## src/rlmfb_pkg.sv

```systemverilog
`default_nettype none
package rlmfb_pkg;

  // Operation codes carried by an input word
  typedef logic [2:0] op_t;
  localparam op_t OP_SET_COLOUR = 3'd0;
  localparam op_t OP_SET_PLANE  = 3'd1;
  localparam op_t OP_READ_BIT   = 3'd2;
  localparam op_t OP_CLR_PLANE  = 3'd3;
  localparam op_t OP_CLR_ALL    = 3'd4;
  localparam op_t OP_DUMP       = 3'd5;

  // Number of planes that have a colour bit and a mirror bit
  localparam int unsigned COLOUR_PLANES = 3;

  // Which result word the output register takes
  typedef enum logic [1:0] {
    OSEL_SINGLE,
    OSEL_LO,
    OSEL_HI
  } out_sel_t;

  // Controller to datapath commands
  typedef struct packed {
    logic     load;
    logic     rd_en;
    logic     wr_en;
    logic     capture_bit;
    logic     clr_plane;
    logic     clr_all;
    logic     pcnt_inc;
    logic     wcnt_inc;
    logic     out_load;
    out_sel_t out_sel;
  } cmd_t;

  // Datapath to controller status
  typedef struct packed {
    op_t  op;
    logic bad;
    logic pos_ok;
    logic pcnt_last;
    logic wcnt_last;
    logic out_free;
  } sts_t;

endpackage
`default_nettype wire

```

## src/rlmfb_ctrl.sv

```systemverilog
`default_nettype none
module rlmfb_ctrl
  import rlmfb_pkg::*;
(
  input  wire logic clk,
  input  wire logic rst_n,
  input  wire logic in_valid,
  output logic      in_ready,
  input  wire sts_t sts,
  output cmd_t      cmd
);

  typedef enum logic [2:0] {
    S_IDLE,
    S_DECODE,
    S_RD,
    S_WR,
    S_EMIT,
    S_DRD,
    S_DLO,
    S_DHI
  } state_t;

  state_t state_r, state_nxt;

  // Hold state
  always_ff @(posedge clk) begin
    if (!rst_n) begin
      state_r <= S_IDLE;
    end else begin
      state_r <= state_nxt;
    end
  end

  assign in_ready = (state_r == S_IDLE);

  // Sequence one operation
  always_comb begin
    cmd       = '0;
    cmd.out_sel = OSEL_SINGLE;
    state_nxt = state_r;
    unique case (state_r)
      S_IDLE: begin
        if (in_valid) begin
          cmd.load  = 1'b1;
          state_nxt = S_DECODE;
        end
      end
      S_DECODE: begin
        unique case (sts.op)
          OP_SET_COLOUR: state_nxt = sts.pos_ok ? S_RD : S_EMIT;
          OP_SET_PLANE, OP_READ_BIT: begin
            state_nxt = (sts.pos_ok && !sts.bad) ? S_RD : S_EMIT;
          end
          OP_CLR_PLANE: begin
            cmd.clr_plane = !sts.bad;
            state_nxt     = S_EMIT;
          end
          OP_CLR_ALL: begin
            cmd.clr_all = 1'b1;
            state_nxt   = S_EMIT;
          end
          OP_DUMP: state_nxt = sts.bad ? S_EMIT : S_DRD;
          default: state_nxt = S_EMIT;
        endcase
      end
      S_RD: begin
        cmd.rd_en = 1'b1;
        state_nxt = S_WR;
      end
      S_WR: begin
        if (sts.op == OP_READ_BIT) begin
          cmd.capture_bit = 1'b1;
          state_nxt       = S_EMIT;
        end else begin
          cmd.wr_en = 1'b1;
          if (sts.op == OP_SET_COLOUR && !sts.pcnt_last) begin
            cmd.pcnt_inc = 1'b1;
            state_nxt    = S_RD;
          end else begin
            state_nxt = S_EMIT;
          end
        end
      end
      S_EMIT: begin
        if (sts.out_free) begin
          cmd.out_load = 1'b1;
          state_nxt    = S_IDLE;
        end
      end
      S_DRD: begin
        cmd.rd_en = 1'b1;
        state_nxt = S_DLO;
      end
      S_DLO: begin
        cmd.out_sel = OSEL_LO;
        if (sts.out_free) begin
          cmd.out_load = 1'b1;
          state_nxt    = S_DHI;
        end
      end
      S_DHI: begin
        cmd.out_sel = OSEL_HI;
        if (sts.out_free) begin
          cmd.out_load = 1'b1;
          if (sts.wcnt_last) begin
            state_nxt = S_IDLE;
          end else begin
            cmd.wcnt_inc = 1'b1;
            state_nxt    = S_DRD;
          end
        end
      end
      default: state_nxt = S_IDLE;
    endcase
  end

endmodule
`default_nettype wire

```

## src/rlmfb_dp.sv

```systemverilog
`default_nettype none
module rlmfb_dp
  import rlmfb_pkg::*;
#(
  parameter int unsigned NUM_PLANES      = 3,
  parameter int unsigned WORDS_PER_PLANE = 8,
  parameter int unsigned BITS_PER_WORD   = 16
) (
  input  wire logic       clk,
  input  wire logic       rst_n,
  input  wire logic       cfg_valid,
  input  wire logic [2:0] cfg_mirror_mask,
  input  wire logic [2:0] in_op,
  input  wire logic [1:0] in_plane,
  input  wire logic [3:0] in_bit_pos,
  input  wire logic [2:0] in_word_pos,
  input  wire logic [2:0] in_colour,
  input  wire logic       in_lit,
  input  wire logic       out_ready,
  output logic            out_valid,
  output logic [7:0]      out_data_byte,
  output logic            out_read_bit,
  output logic            out_rejected,
  output logic            out_last,
  input  wire cmd_t       cmd,
  output sts_t            sts
);

  localparam int unsigned DEPTH  = NUM_PLANES * WORDS_PER_PLANE;
  localparam int unsigned ADDR_W = (DEPTH > 1) ? $clog2(DEPTH) : 1;
  localparam int unsigned PW     = (NUM_PLANES > 1) ? $clog2(NUM_PLANES) : 1;
  localparam int unsigned WW     = (WORDS_PER_PLANE > 1) ? $clog2(WORDS_PER_PLANE) : 1;
  localparam logic [4:0]  NP5    = 5'(NUM_PLANES);
  localparam logic [4:0]  NW5    = 5'(WORDS_PER_PLANE);
  localparam logic [4:0]  NB5    = 5'(BITS_PER_WORD);

  // Frame store and per-entry valid bits
  logic [BITS_PER_WORD-1:0] mem [DEPTH];
  logic [DEPTH-1:0]         vld_r;
  logic [BITS_PER_WORD-1:0] rd_data_r;
  logic                     rd_vld_r;

  logic [2:0]  mirror_r;
  op_t         op_r;
  logic [1:0]  plane_r;
  logic [3:0]  bit_r;
  logic [2:0]  word_r;
  logic [2:0]  colour_r;
  logic        lit_r;
  logic [PW-1:0] pcnt_r;
  logic [WW-1:0] wcnt_r;
  logic        rbit_r;
  logic        out_valid_r;
  logic [7:0]  out_byte_r;
  logic        out_bit_r;
  logic        out_rej_r;
  logic        out_last_r;

  logic [3:0]               sel_pl;
  logic                     mirror_bit;
  logic                     named;
  logic                     bad;
  logic                     rej;
  logic [3:0]               word_m;
  logic [ADDR_W-1:0]        addr;
  logic [BITS_PER_WORD-1:0] mask;
  logic [BITS_PER_WORD-1:0] cur_word;
  logic [BITS_PER_WORD-1:0] new_word;
  logic                     new_bit;
  logic                     rd_bit;
  logic [15:0]              word16;

  // Hold the mirror register
  always_ff @(posedge clk) begin
    if (!rst_n) begin
      mirror_r <= '0;
    end else if (cfg_valid) begin
      mirror_r <= cfg_mirror_mask;
    end
  end

  // Latch the input word
  always_ff @(posedge clk) begin
    if (cmd.load) begin
      op_r     <= in_op;
      plane_r  <= in_plane;
      bit_r    <= in_bit_pos;
      word_r   <= in_word_pos;
      colour_r <= in_colour;
      lit_r    <= in_lit;
    end
  end

  // Advance plane and word counters, capture the read bit
  always_ff @(posedge clk) begin
    if (!rst_n) begin
      pcnt_r <= '0;
      wcnt_r <= '0;
      rbit_r <= 1'b0;
    end else begin
      if (cmd.load) begin
        pcnt_r <= '0;
        wcnt_r <= '0;
        rbit_r <= 1'b0;
      end else begin
        if (cmd.pcnt_inc) pcnt_r <= pcnt_r + 1'b1;
        if (cmd.wcnt_inc) wcnt_r <= wcnt_r + 1'b1;
        if (cmd.capture_bit) rbit_r <= rd_bit;
      end
    end
  end

  // Address the plane in use, mirrored for set and read
  always_comb begin
    sel_pl     = (op_r == OP_SET_COLOUR) ? 4'(pcnt_r) : {2'b00, plane_r};
    mirror_bit = 1'b0;
    named      = 1'b0;
    for (int i = 0; i < COLOUR_PLANES; i++) begin
      if (sel_pl == 4'(i)) begin
        mirror_bit = mirror_r[i];
        named      = colour_r[i];
      end
    end
    word_m = mirror_bit ? (4'(WORDS_PER_PLANE - 1) - {1'b0, word_r}) : {1'b0, word_r};
    if (op_r == OP_DUMP) begin
      addr = ADDR_W'(int'(sel_pl) * WORDS_PER_PLANE + int'(wcnt_r));
    end else begin
      addr = ADDR_W'(int'(sel_pl) * WORDS_PER_PLANE + int'(word_m));
    end
  end

  // Modify the addressed bit
  always_comb begin
    cur_word = rd_vld_r ? rd_data_r : '0;
    rd_bit   = 1'b0;
    for (int i = 0; i < BITS_PER_WORD; i++) begin
      mask[i] = (4'(i) == bit_r);
      rd_bit  = rd_bit | (cur_word[i] & mask[i]);
    end
    new_bit  = (op_r == OP_SET_COLOUR) ? (named & lit_r) : lit_r;
    new_word = new_bit ? (cur_word | mask) : (cur_word & ~mask);
    word16   = 16'(cur_word);
  end

  // Write and read the store
  always_ff @(posedge clk) begin
    if (cmd.wr_en) begin
      mem[addr] <= new_word;
    end
    if (cmd.rd_en) begin
      rd_data_r <= mem[addr];
    end
  end

  // Track written entries, drop them on clear
  always_ff @(posedge clk) begin
    if (!rst_n) begin
      vld_r    <= '0;
      rd_vld_r <= 1'b0;
    end else begin
      if (cmd.rd_en) begin
        rd_vld_r <= vld_r[addr];
      end
      if (cmd.wr_en) begin
        vld_r[addr] <= 1'b1;
      end
      if (cmd.clr_all) begin
        vld_r <= '0;
      end else if (cmd.clr_plane) begin
        for (int p = 0; p < NUM_PLANES; p++) begin
          for (int w = 0; w < WORDS_PER_PLANE; w++) begin
            if (sel_pl == 4'(p)) vld_r[p * WORDS_PER_PLANE + w] <= 1'b0;
          end
        end
      end
    end
  end

  // Reject a bad plane on the plane-addressed operations
  assign bad = ({3'b000, plane_r} >= NP5);
  assign rej = bad && (op_r == OP_SET_PLANE || op_r == OP_READ_BIT ||
                       op_r == OP_CLR_PLANE || op_r == OP_DUMP);

  // Output register
  always_ff @(posedge clk) begin
    if (!rst_n) begin
      out_valid_r <= 1'b0;
    end else if (cmd.out_load) begin
      out_valid_r <= 1'b1;
    end else if (out_ready) begin
      out_valid_r <= 1'b0;
    end
  end

  always_ff @(posedge clk) begin
    if (cmd.out_load) begin
      unique case (cmd.out_sel)
        OSEL_LO: begin
          out_byte_r <= word16[7:0];
          out_bit_r  <= 1'b0;
          out_rej_r  <= 1'b0;
          out_last_r <= 1'b0;
        end
        OSEL_HI: begin
          out_byte_r <= word16[15:8];
          out_bit_r  <= 1'b0;
          out_rej_r  <= 1'b0;
          out_last_r <= sts.wcnt_last;
        end
        default: begin
          out_byte_r <= '0;
          out_bit_r  <= rbit_r;
          out_rej_r  <= rej;
          out_last_r <= 1'b1;
        end
      endcase
    end
  end

  assign out_valid     = out_valid_r;
  assign out_data_byte = out_byte_r;
  assign out_read_bit  = out_bit_r;
  assign out_rejected  = out_rej_r;
  assign out_last      = out_last_r;

  // Status to the controller
  assign sts.op        = op_r;
  assign sts.bad       = bad;
  assign sts.pos_ok    = ({1'b0, bit_r} < NB5) && ({2'b00, word_r} < NW5);
  assign sts.pcnt_last = (pcnt_r == PW'(NUM_PLANES - 1));
  assign sts.wcnt_last = (wcnt_r == WW'(WORDS_PER_PLANE - 1));
  assign sts.out_free  = !out_valid_r || out_ready;

endmodule
`default_nettype wire

```

## src/rgb_led_matrix_frame_buffer.sv

```systemverilog
`default_nettype none
// Channel  Direction  Handshake               Payload
// cfg      in         cfg_valid / cfg_ready   cfg_mirror_mask
// in       in         in_valid / in_ready     in_op, in_plane, in_bit_pos, in_word_pos,
//                                              in_colour, in_lit
// out      out        out_valid / out_ready   out_data_byte, out_read_bit, out_rejected,
//                                              out_last
//
// One word at a time through the controller; the store has one port, read then written.
// Set one plane or read a bit: decode, read, write or capture, emit; set by colour reads and
// writes each plane in turn; rejected or out-of-range ops, clears and other ops: decode, emit;
// a dump reads each word of the plane and emits its low byte, then its high byte.
// Reset clears the per-entry valid bits; there is no clearing pass.
// A stalled output holds the controller in its emit or dump byte step; the next input
// word is taken while the last result of the previous one still waits in the output register.
module rgb_led_matrix_frame_buffer
  import rlmfb_pkg::*;
#(
  parameter int unsigned NUM_PLANES      = 3,
  parameter int unsigned WORDS_PER_PLANE = 8,
  parameter int unsigned BITS_PER_WORD   = 16
) (
  input  wire logic       clk,
  input  wire logic       rst_n,
  input  wire logic       cfg_valid,
  output logic            cfg_ready,
  input  wire logic [2:0] cfg_mirror_mask,
  input  wire logic       in_valid,
  output logic            in_ready,
  input  wire logic [2:0] in_op,
  input  wire logic [1:0] in_plane,
  input  wire logic [3:0] in_bit_pos,
  input  wire logic [2:0] in_word_pos,
  input  wire logic [2:0] in_colour,
  input  wire logic       in_lit,
  output logic            out_valid,
  input  wire logic       out_ready,
  output logic [7:0]      out_data_byte,
  output logic            out_read_bit,
  output logic            out_rejected,
  output logic            out_last
);

  cmd_t cmd;
  sts_t sts;

  assign cfg_ready = 1'b1;

  rlmfb_ctrl u_ctrl (
    .clk      (clk),
    .rst_n    (rst_n),
    .in_valid (in_valid),
    .in_ready (in_ready),
    .sts      (sts),
    .cmd      (cmd)
  );

  rlmfb_dp #(
    .NUM_PLANES      (NUM_PLANES),
    .WORDS_PER_PLANE (WORDS_PER_PLANE),
    .BITS_PER_WORD   (BITS_PER_WORD)
  ) u_dp (
    .clk             (clk),
    .rst_n           (rst_n),
    .cfg_valid       (cfg_valid),
    .cfg_mirror_mask (cfg_mirror_mask),
    .in_op           (in_op),
    .in_plane        (in_plane),
    .in_bit_pos      (in_bit_pos),
    .in_word_pos     (in_word_pos),
    .in_colour       (in_colour),
    .in_lit          (in_lit),
    .out_ready       (out_ready),
    .out_valid       (out_valid),
    .out_data_byte   (out_data_byte),
    .out_read_bit    (out_read_bit),
    .out_rejected    (out_rejected),
    .out_last        (out_last),
    .cmd             (cmd),
    .sts             (sts)
  );

endmodule
`default_nettype wire
```

## config.mk

```make
export PLATFORM = sky130hd
export DESIGN_NAME = rgb_led_matrix_frame_buffer
export DESIGN_NICKNAME = d
export VERILOG_FILES = /design/src/rlmfb_pkg.sv /design/src/rlmfb_ctrl.sv /design/src/rlmfb_dp.sv /design/src/rgb_led_matrix_frame_buffer.sv
export SDC_FILE = /design/constraint.sdc
export NUM_CORES = 1
export LEC_CHECK = 0
export BUFFER_PORTS_ARGS = -buffer_cell sky130_fd_sc_hd__buf_2
export CORE_AREA = 3 3 253 255
export CTS_CLUSTER_SIZE = 10
export DETAILED_ROUTE_END_ITERATION = 12
export DIE_AREA = 0 0 256 258
export PLACE_DENSITY = 0.55
export SYNTH_ARGS = -nofsm -noshare
export SYNTH_HDL_FRONTEND = slang
export SYNTH_HIERARCHICAL = 1
export SYNTH_SLANG_ARGS = --single-unit
```

## constraint.sdc

```tcl
create_clock -name clk -period 10.4 [get_ports clk]
set_input_delay 0.52 -clock clk [delete_from_list [all_inputs] [get_ports clk]]
set_output_delay 0.52 -clock clk [all_outputs]
set_load 0.03 [all_outputs]
```

Yosys cells after proc, flatten, opt, wreduce, memory -nomap -nowiden
Memory sizes are Yosys's and may differ from the RTL's. A register that Yosys moved wholly into a read port is not among the register bits. Index checks and enable logic that the tools add are counted. Widths: inputs -> output; s select.

Logic and storage cells: 200. Memories: 1. Memory bits (writable): 384. Flip-flop bits (word level): 65.

Order comparisons: 3. Add/subtract/negate cells: 5. Bitwise operators: 37. Equality and inequality tests: 37. Reductions and logical operators: 22. Mux-type cells: 77.

Memory list: u_dp.mem (depth 24, width 16, rd ports 1, clocked after memory_dff 1, wr ports 1, line rlmfb_dp.sv:38) `logic [BITS_PER_WORD-1:0] mem [DEPTH];`.

Operator list (number): $mux 1 (51); $mux 24 (2); $eq 4x4->1 const A (8); $mux 16 (2); $mux 3 (8); $or 24x24->24 (1); $pmux 3 s8 (1); $eq 3x3->1 const B (7); $and 1x1->1 (17); $and 16x16->16 (1); $eq 3x4->1 const A (4); $not 16->16 (1); $or 16x16->16 (1); $pmux 8 s2 (1); $or 1x1->1 (15); $eq 3x2->1 const B (4); $reduce_or 2->1 (6); $pmux 3 s3 (1); $eq 2x4->1 const A (2); $logic_not 4->1 (2); $mux 2 (4); $ne 2x2->1 const B (4); $eq 3x1->1 const B (2); $logic_not 3->1 (2); other kinds (25) (34).

Logic depth before layout (Yosys ltp)
Gate-level depths: netlist of the first run.

Word-level depth: 17. Gate-level depth with buffers: 12. Depth with buffers taken out: 8.

By module
Netlist of the first run, hierarchy kept.

Modules (own cells, without submodules): rlmfb_dp (seq. area each 13523.0 µm², area an instance 18211.2 µm², times used 1, cells an instance 1169); rlmfb_ctrl (seq. area each 60.1 µm², area an instance 369.1 µm², times used 1, cells an instance 54); rgb_led_matrix_frame_buffer (seq. area each 0.0 µm², area an instance 11.3 µm², times used 1, cells an instance 2).

Worst setup path before layout of the first run
Ideal clock, no wire load.

Path type: register -> register. Start point: reg u_dp.op_r[1]. End point: mem u_dp.mem[17][0], enable pin. Path buffers: 3. Required time: 9.985 ns. Cell stages (with the launch flop): 10. Period minus slack after synthesis: 4.154 ns. Slack: 6.246 ns. Arrival: 3.738 ns. Setup time: 0.415 ns. Path through: edfxtp_1 > or4b_1 > a21bo_2 > a211oi_1 > a211o_1 > and2_1 > buf_2 > buf_6 > clkbuf_1 > nor3b_1.

Longest elaborated chain between the ends: 9. Elaborated cells on any way between the ends: 18. Those cells by class: add/sub: 2; eq/ne: 4; mux: 10; reduce/logical: 2.

RTL lines: start, declared (line rlmfb_dp.sv:44) `op_t op_r;`; start signal, assigned (line rlmfb_dp.sv:85) `op_r <= in_op;`; $logic_not 3->1 (line rlmfb_dp.sv:115) `sel_pl = (op_r == OP_SET_COLOUR) ? 4'(pcnt_r) : {2'b00, plane_r};`; $mux 2 (line rlmfb_dp.sv:115); $logic_not 4->1 (line rlmfb_dp.sv:119) `if (sel_pl == 4'(i)) begin`; $mux 1 (3 in series) (line rlmfb_dp.sv:119); $mux 4 (line rlmfb_dp.sv:124) `word_m = mirror_bit ? (4'(WORDS_PER_PLANE - 1) - {1'b0, word_r}) : {1'b0, word_r};`; $add 5x4->5 (line rlmfb_dp.sv:128) `addr = ADDR_W'(int'(sel_pl) * WORDS_PER_PLANE + int'(word_m));`; $mux 5 (line rlmfb_dp.sv:125) `if (op_r == OP_DUMP) begin`; end, declared (line rlmfb_dp.sv:38).

Parallel ways exist; a longest one is shown, timed or not.

Worst setup path after layout of the first run
Start point: reg u_dp.op_r[0]. End point: mem u_dp.mem[12][11], enable pin.

Same word-level chain as after synthesis.

==> flow_metrics.tcl, run 1 <==
set metrics [dict create \
    status "complete, no violations" \
    syn-cell-area_sq_um 18590 \
    cpMostUsedCell "buf_4" \
    wire_per_inst_um 24.07 \
    cp.buffers_inverters 2 \
    drt_wl_total_mm 51.59 \
    whs_path_depth 1 \
    slew_headroom_pct 24.13 \
    drt-initial-drc-count 1382 \
    post_cts_buffers 0 \
    cp-end-kind "flip-flop" \
    io_pins 38 \
    fmax_ghz 0.1907 \
    rr_worst_depth 9 \
    crit_chain "nor3_1, mux2i_1, nand3_1, nand4b_1, buf_4, and2_2, buf_4, nand2_1, nor2_2" \
    synth-async-reset-ratio_pct 0 \
    grt_pass1_vias 11360 \
    tightestPinTransition_ps 1137 \
    required_ps 10600 \
    cts.sinks 465 \
    start_util_pct 30.07 \
    core_sq_um 61830 \
    root_buffer "clkbuf_16" \
    period_share_pct 50.42 \
    synth.net_count 1254 \
    antenna_left 0 \
    seqPwrFrac_pct 46.9 \
    internal-power_mw 3.324 \
    critPathKind "flip-flop to flip-flop" \
    drive_above_1_share_pct 15.62 \
    worstPathArrival_ps 5450 \
    syn_area_per_cell_sq_um 15.18 \
    worstReg2RegStart "u_dp/op_r[0]" \
    clkSlewWorstSetupHoldPaths_ps 60 \
    max_cap_viol_count 0 \
    routabilityCongestion 0.8129 \
    cts_buffers 54 \
    final_common_cell "edfxtp_1" \
    synthFlopType "edfxtp_1" \
    grt_usage_pct 15.32 \
    std_cell_rows 91 \
    synthCells 1225 \
    drt-pass1-iter-count 6 \
    worstHoldEndpoint "u_dp/word_r[0]" \
    yosysSeqAreaShare_pct 73.06 \
    area_growth_pct 15.53 \
    clk_path_buf_depth 3 \
    port_buffers 36 \
    antenna_found_initial 1 \
    rsz0062_at_grt "false" \
    use_met2_pct 25.28 \
    final_cell_mix "edfxtp_1, and3_1, a21oi_1" \
    layout_min_cycle_time_ps 5243 \
    htreeDepth 2 \
    worstSetupStartpointType "flip-flop" \
    pwr-share-comb_pct 15.8 \
    crit_family "simple AND/OR/NAND/NOR gates" \
    num_vias 11610 \
    yosysUniqueCellTypes 73 \
    top_usage_layer "met2" \
    utilization_pct 34.74 \
    dieArea_sq_um 66050 \
    overflow 0 \
    synth_seq_cells 465 \
    synth_enable_flop_cells 427 \
    leakagePower_nw 7.194 \
    reg2reg_slack_ps 5160 \
    hold_buffers 0 \
    p_sw_mw 1.262 \
    tns_ps 0 \
    setup_violations 0 \
    grt_pass1_wl_mm 76.73 \
    r2r_end "u_dp/mem[12][11]" \
    cts_tree "built" \
    synth_warnings 6 \
    antenna_cells 0 \
    cp_slowest_cell "nor2_2" \
    fp.dieH_um 258 \
    viasPerCell 5.417 \
    dpl.hpwl_mm 31.20 \
    p_per_area_nw_per_um2 213.5 \
    p_sw_share_pct 27.51 \
    hp-start "in_word_pos[0]" \
    p_clk_share_pct 37.3 \
    grt_max_degree 70 \
    clk-insertion-delay-late_ps 600 \
    route.detailed.drc 0 \
    finalHoldViolCount 0 \
    nets 1300 \
    drv_slew 0 \
    cts_resized 0 \
    skew_ps 20.62 \
    die_w_um 256 \
    vdd_drop_max_uv 131.9 \
    holdCritPathClass "input pin to flip-flop" \
    cpPeakStageDelay_ps 890 \
    met1_usage_pct 20.74 \
    worstPathMaxFanout 44 \
    met3_usage_pct 2.501 \
]
## worst max path at each step
stage | startpoint | endpoint | slack [ps] | cells past startpoint
2_1_floorplan | u_dp/op_r[1] | u_dp/mem[17][0] | 6250 | 9
3_3_place_gp | u_dp/op_r[0] | u_dp/mem[8][2] | 5320 | 9
3_5_place_dp | u_dp/op_r[0] | u_dp/mem[12][9] | 5220 | 9
4_1_cts | u_dp/op_r[0] | u_dp/mem[12][12] | 5180 | 9
5_1_grt | u_dp/op_r[0] | u_dp/mem[12][11] | 4860 | 9
6_report | u_dp/op_r[0] | u_dp/mem[12][11] | 5160 | 9
## cell families (layout without fill, tap and decap cells)
logic type	after synthesis	in the layout	synth area share [%]
other cells	2	2	0.04039
mux	14	14	0.7874
buf+inv	104	185	2.477
simple gates	305	305	8.958
compound gates	327	327	14.20
fa+ha+maj	5	5	0.3365
xor+xnor	3	3	0.1414
flops	465	465	73.06
## synthesized netlist by cell type, drive strengths merged, types with 7 or more instances
library cell	count	area share, %
o211ai	14	0.57
o22ai	17	0.57
nor3	8	0.22
dfxtp	38	4.1
nand2	62	1.3
edfxtp	427	69
o21ai	13	0.35
nand2b	15	0.50
a22oi	9	0.36
a21oi	72	1.9
clkbuf	68	1.4
nor2	49	0.99
and2	12	0.40
buf	23	0.84
nand3	13	0.35
or4	18	0.75
mux2i	12	0.65
o31ai	14	0.59
a222oi	64	3.4
inv	13	0.26
o21a	25	1.0
nor2b	7	0.24
and3	96	3.2
a2111oi	34	2.3
a221oi	18	0.85
## registers in the layout, indices dropped and copies added, names as in the netlist
name                count
u_dp/colour_r           3
u_dp/out_last           1
u_dp/out_valid          1
u_dp/bit_r              4
u_dp/vld_r             24
u_ctrl/state_r          3
u_dp/plane_r            2
u_dp/out_data_byte      8
u_dp/mem              384
u_dp/rd_vld_r           1
u_dp/out_rejected       1
u_dp/op_r               3
u_dp/out_read_bit       1
u_dp/rd_data_r         16
u_dp/wcnt_r             3
u_dp/lit_r              1
u_dp/word_r             3
u_dp/pcnt_r             2
u_dp/rbit_r             1
u_dp/mirror_r           3
## per-stage QoR
step / cells / cell area (sq um) / hold WS (ps) / power (mW) / worst slack (ps)
after floorplan: 1225 / 18590 / 431.9 / 2.637 / 6246
after global placement: 2052 / 19910 / 439.8 / 2.902 / 5323
after detailed placement: 2052 / 19910 / 448.1 / 2.905 / 5225
after CTS: 2143 / 21480 / 67.65 / 4.622 / 5181
after global routing: 2143 / 21480 / 72.78 / 4.750 / 4862
final: 2143 / 21480 / 101.3 / 4.586 / 5157
## power groups by stage
stage	combinational (mW)	clock (mW)	sequential [mW]
floorplan	0.470	0	2.17
global placement	0.717	0	2.19
detailed placement	0.720	0	2.19
CTS	0.724	1.75	2.15
global route	0.775	1.82	2.15
finish	0.724	1.71	2.15
## layout make-up
class	count	area (sq um)
Clock buffer	85	1498
Clock inverter	6	76.32
Fill cell	5904	40350
Inverter	13	48.80
Multi-Input combinational cell	656	4708
Sequential cell	465	13580
Tap cell	837	1047
Timing Repair Buffer	81	518.0
## routing by layer
metal / share of wire (%) / up-vias
li1: - / 5104
met1: 43 / 5952
met2: 48 / 461
met3: 6.5 / 91
met4: 2.6 / 0
met5: 0 / -
(Power assumes the default switching activity.)
==> inputs of run 2 (changes only) <==
--- a/config.mk
+++ b/config.mk
@@ -10,7 +10,7 @@
 export CTS_CLUSTER_SIZE = 10
 export DETAILED_ROUTE_END_ITERATION = 12
 export DIE_AREA = 0 0 256 258
-export PLACE_DENSITY = 0.55
+export PLACE_DENSITY = 0.56
 export SYNTH_ARGS = -nofsm -noshare
 export SYNTH_HDL_FRONTEND = slang
 export SYNTH_HIERARCHICAL = 1
==> constraint.sdc (replaced) <==
create_clock -name clk -period 4.45 [get_ports clk]
set_input_delay 0.2225 -clock clk [delete_from_list [all_inputs] [get_ports clk]]
set_output_delay 0.2225 -clock clk [all_outputs]
set_load 0.03 [all_outputs]
==> run 2 against run 1 <==
Effect of this change:
- sequential cell count did not move
- highest routed layer unchanged
- global-route usage fell by 0.46 points
- largest cell class unchanged
- design area rose by 2.3%
- total power rose by 130%
- die area did not move
==> flow_metrics.tcl, run 2 (synthesized netlist as in run 1, its figures left out) <==
set metrics [dict create \
    fmax_ghz 0.2384 \
    leakagePower_nw 7.454 \
    core_sq_um 61830 \
    antenna_left 0 \
    skew_ps 13.73 \
    num_vias 11650 \
    fillCellCount 5861 \
    dieArea_sq_um 66050 \
    vdd_drop_max_uv 276.8 \
    tightestPinTransition_ps 1139 \
    worstPathArrival_ps 4510 \
    port_buffers 36 \
    holdCritPathClass "input pin to flip-flop" \
    cts_buffers 53 \
    drt_wl_total_mm 49.82 \
    max_cap_viol_count 0 \
    final_common_cell "edfxtp_1" \
    drt-initial-drc-count 1282 \
    drive_above_1_share_pct 17.17 \
    finalHoldViolCount 0 \
    cts.sinks 465 \
    seqPwrFrac_pct 47.2 \
    worstSetupStartpointType "flip-flop" \
    drv_slew 0 \
    dpl.hpwl_mm 30.39 \
    regMostFlops "u_dp/mem" \
    cts_tree "built" \
    start_util_pct 30.07 \
    slew_headroom_pct 24.04 \
    clk_path_buf_depth 3 \
    grt_usage_pct 14.86 \
    routabilityCongestion 0.8138 \
    io_pins 38 \
    p_per_area_nw_per_um2 483.8 \
    clk-insertion-delay-late_ps 590 \
    largest_reg_flops 384 \
    cp-end-kind "flip-flop" \
    rsz0062_at_grt "false" \
    wire_per_inst_um 22.77 \
    utilization_pct 35.56 \
    p_sw_share_pct 27.11 \
    status "complete, no violations" \
    grt_pass1_vias 11560 \
    required_ps 4770 \
    antenna_found_initial 3 \
    std_cell_rows 91 \
    critPathKind "flip-flop to flip-flop" \
    htreeDepth 2 \
    layout_min_cycle_time_ps 4195 \
    antenna_cells 0 \
    top_regs "u_dp/mem: 384 flops, u_dp/vld_r: 24 flops, u_dp/rd_data_r: 16 flops" \
    period_share_pct 94.27 \
    drt-pass1-iter-count 6 \
    grt_max_degree 49 \
    nets 1356 \
    root_buffer "clkbuf_16" \
    internal-power_mw 7.752 \
    overflow 0 \
    clkSlewWorstSetupHoldPaths_ps 60 \
    multi_input_area_sq_um 4712 \
    grt_pass1_wl_mm 75.44 \
    worstPathMaxFanout 25 \
    final_cell_mix "edfxtp_1, and3_1, a21oi_1" \
    seq_area_sq_um 13580 \
    viasPerCell 5.323 \
    pwr-share-comb_pct 16.5 \
    area_growth_pct 18.24 \
    tns_ps 0 \
    route.detailed.drc 0 \
    fp.dieH_um 258 \
    p_sw_mw 2.883 \
    die_w_um 256 \
    setup_violations 0 \
    p_clk_share_pct 36.3 \
]
## run 2: through the flow
step                      setup WS, ps  instances  area, sq um  hold slack [ps]  power, mW
after global routing             163.4       2188        21980            83.40      11.04
after floorplan                  296.2       1225        18590            321.4      6.164
final                            254.8       2188        21980            55.92      10.64
after CTS                        269.7       2188        21970            33.84      10.71
after detailed placement         291.2       2084        20240            401.3      6.831
after global placement           310.8       2084        20240            401.9      6.812
## run 2: power groups by stage
stage | sequential [mW] | clock (mW) | combinational [mW]
after floorplan | 5.07 | 0 | 1.10
after global placement | 5.10 | 0 | 1.71
after detailed placement | 5.10 | 0 | 1.73
after CTS | 5.01 | 3.94 | 1.76
after global routing | 5.02 | 4.11 | 1.90
final | 5.02 | 3.86 | 1.76
## run 2: cell type report
class	count	share of cell area, %
inverter	13	0.2220
sequential	465	61.79
tap	837	4.764
multi-input combinational	656	21.44
clock inverter	5	0.1138
timing repair buffer	138	5.043
clock buffer	74	6.631
## run 2: critical path: stages, from the launching register on
cell	delay (ps)
edfxtp_1	540
or4b_1	640
nand3_1	280
a2111o_1	220
o2111ai_2	260
buf_4	320
buf_4	210
and3_1	210
a2111oi_4	380
o22ai_1	260
or4_1	580
## run 2: what timing repair did
action / 4_1_cts / 5_1_grt
hold buffers: 25 / 0
setup endpoints to repair: 0 / 12
setup buffers: 0 / 0
resized for setup: 0 / 2
hold endpoints to repair: 20 / 0
## run 2: path summary, 6_finish.rpt
| path | depth (start not counted) | endpoint | slack, ps | start |
|---|---|---|---|---|
| worst max-delay path | 10 | u_dp/rd_data_r[10] | 250 | u_dp/op_r[1] |
| worst min-delay path | 3 | u_ctrl/state_r[0] | 60 | in_valid |
| worst max register to register | 10 | u_dp/rd_data_r[10] | 250 | u_dp/op_r[1] |
| worst min register to register | 1 | u_dp/vld_r[2] | 460 | u_dp/vld_r[2] |
## run 2: layer usage
metal | vias to the layer above | track usage [%] | wire [um]
met5 | - | 0 | 0
met4 | 0 | 3.627 | 855
met3 | 67 | 2.873 | 3284
met2 | 399 | 24.62 | 24000
met1 | 5967 | 20.15 | 21680
li1 | 5213 | - | -
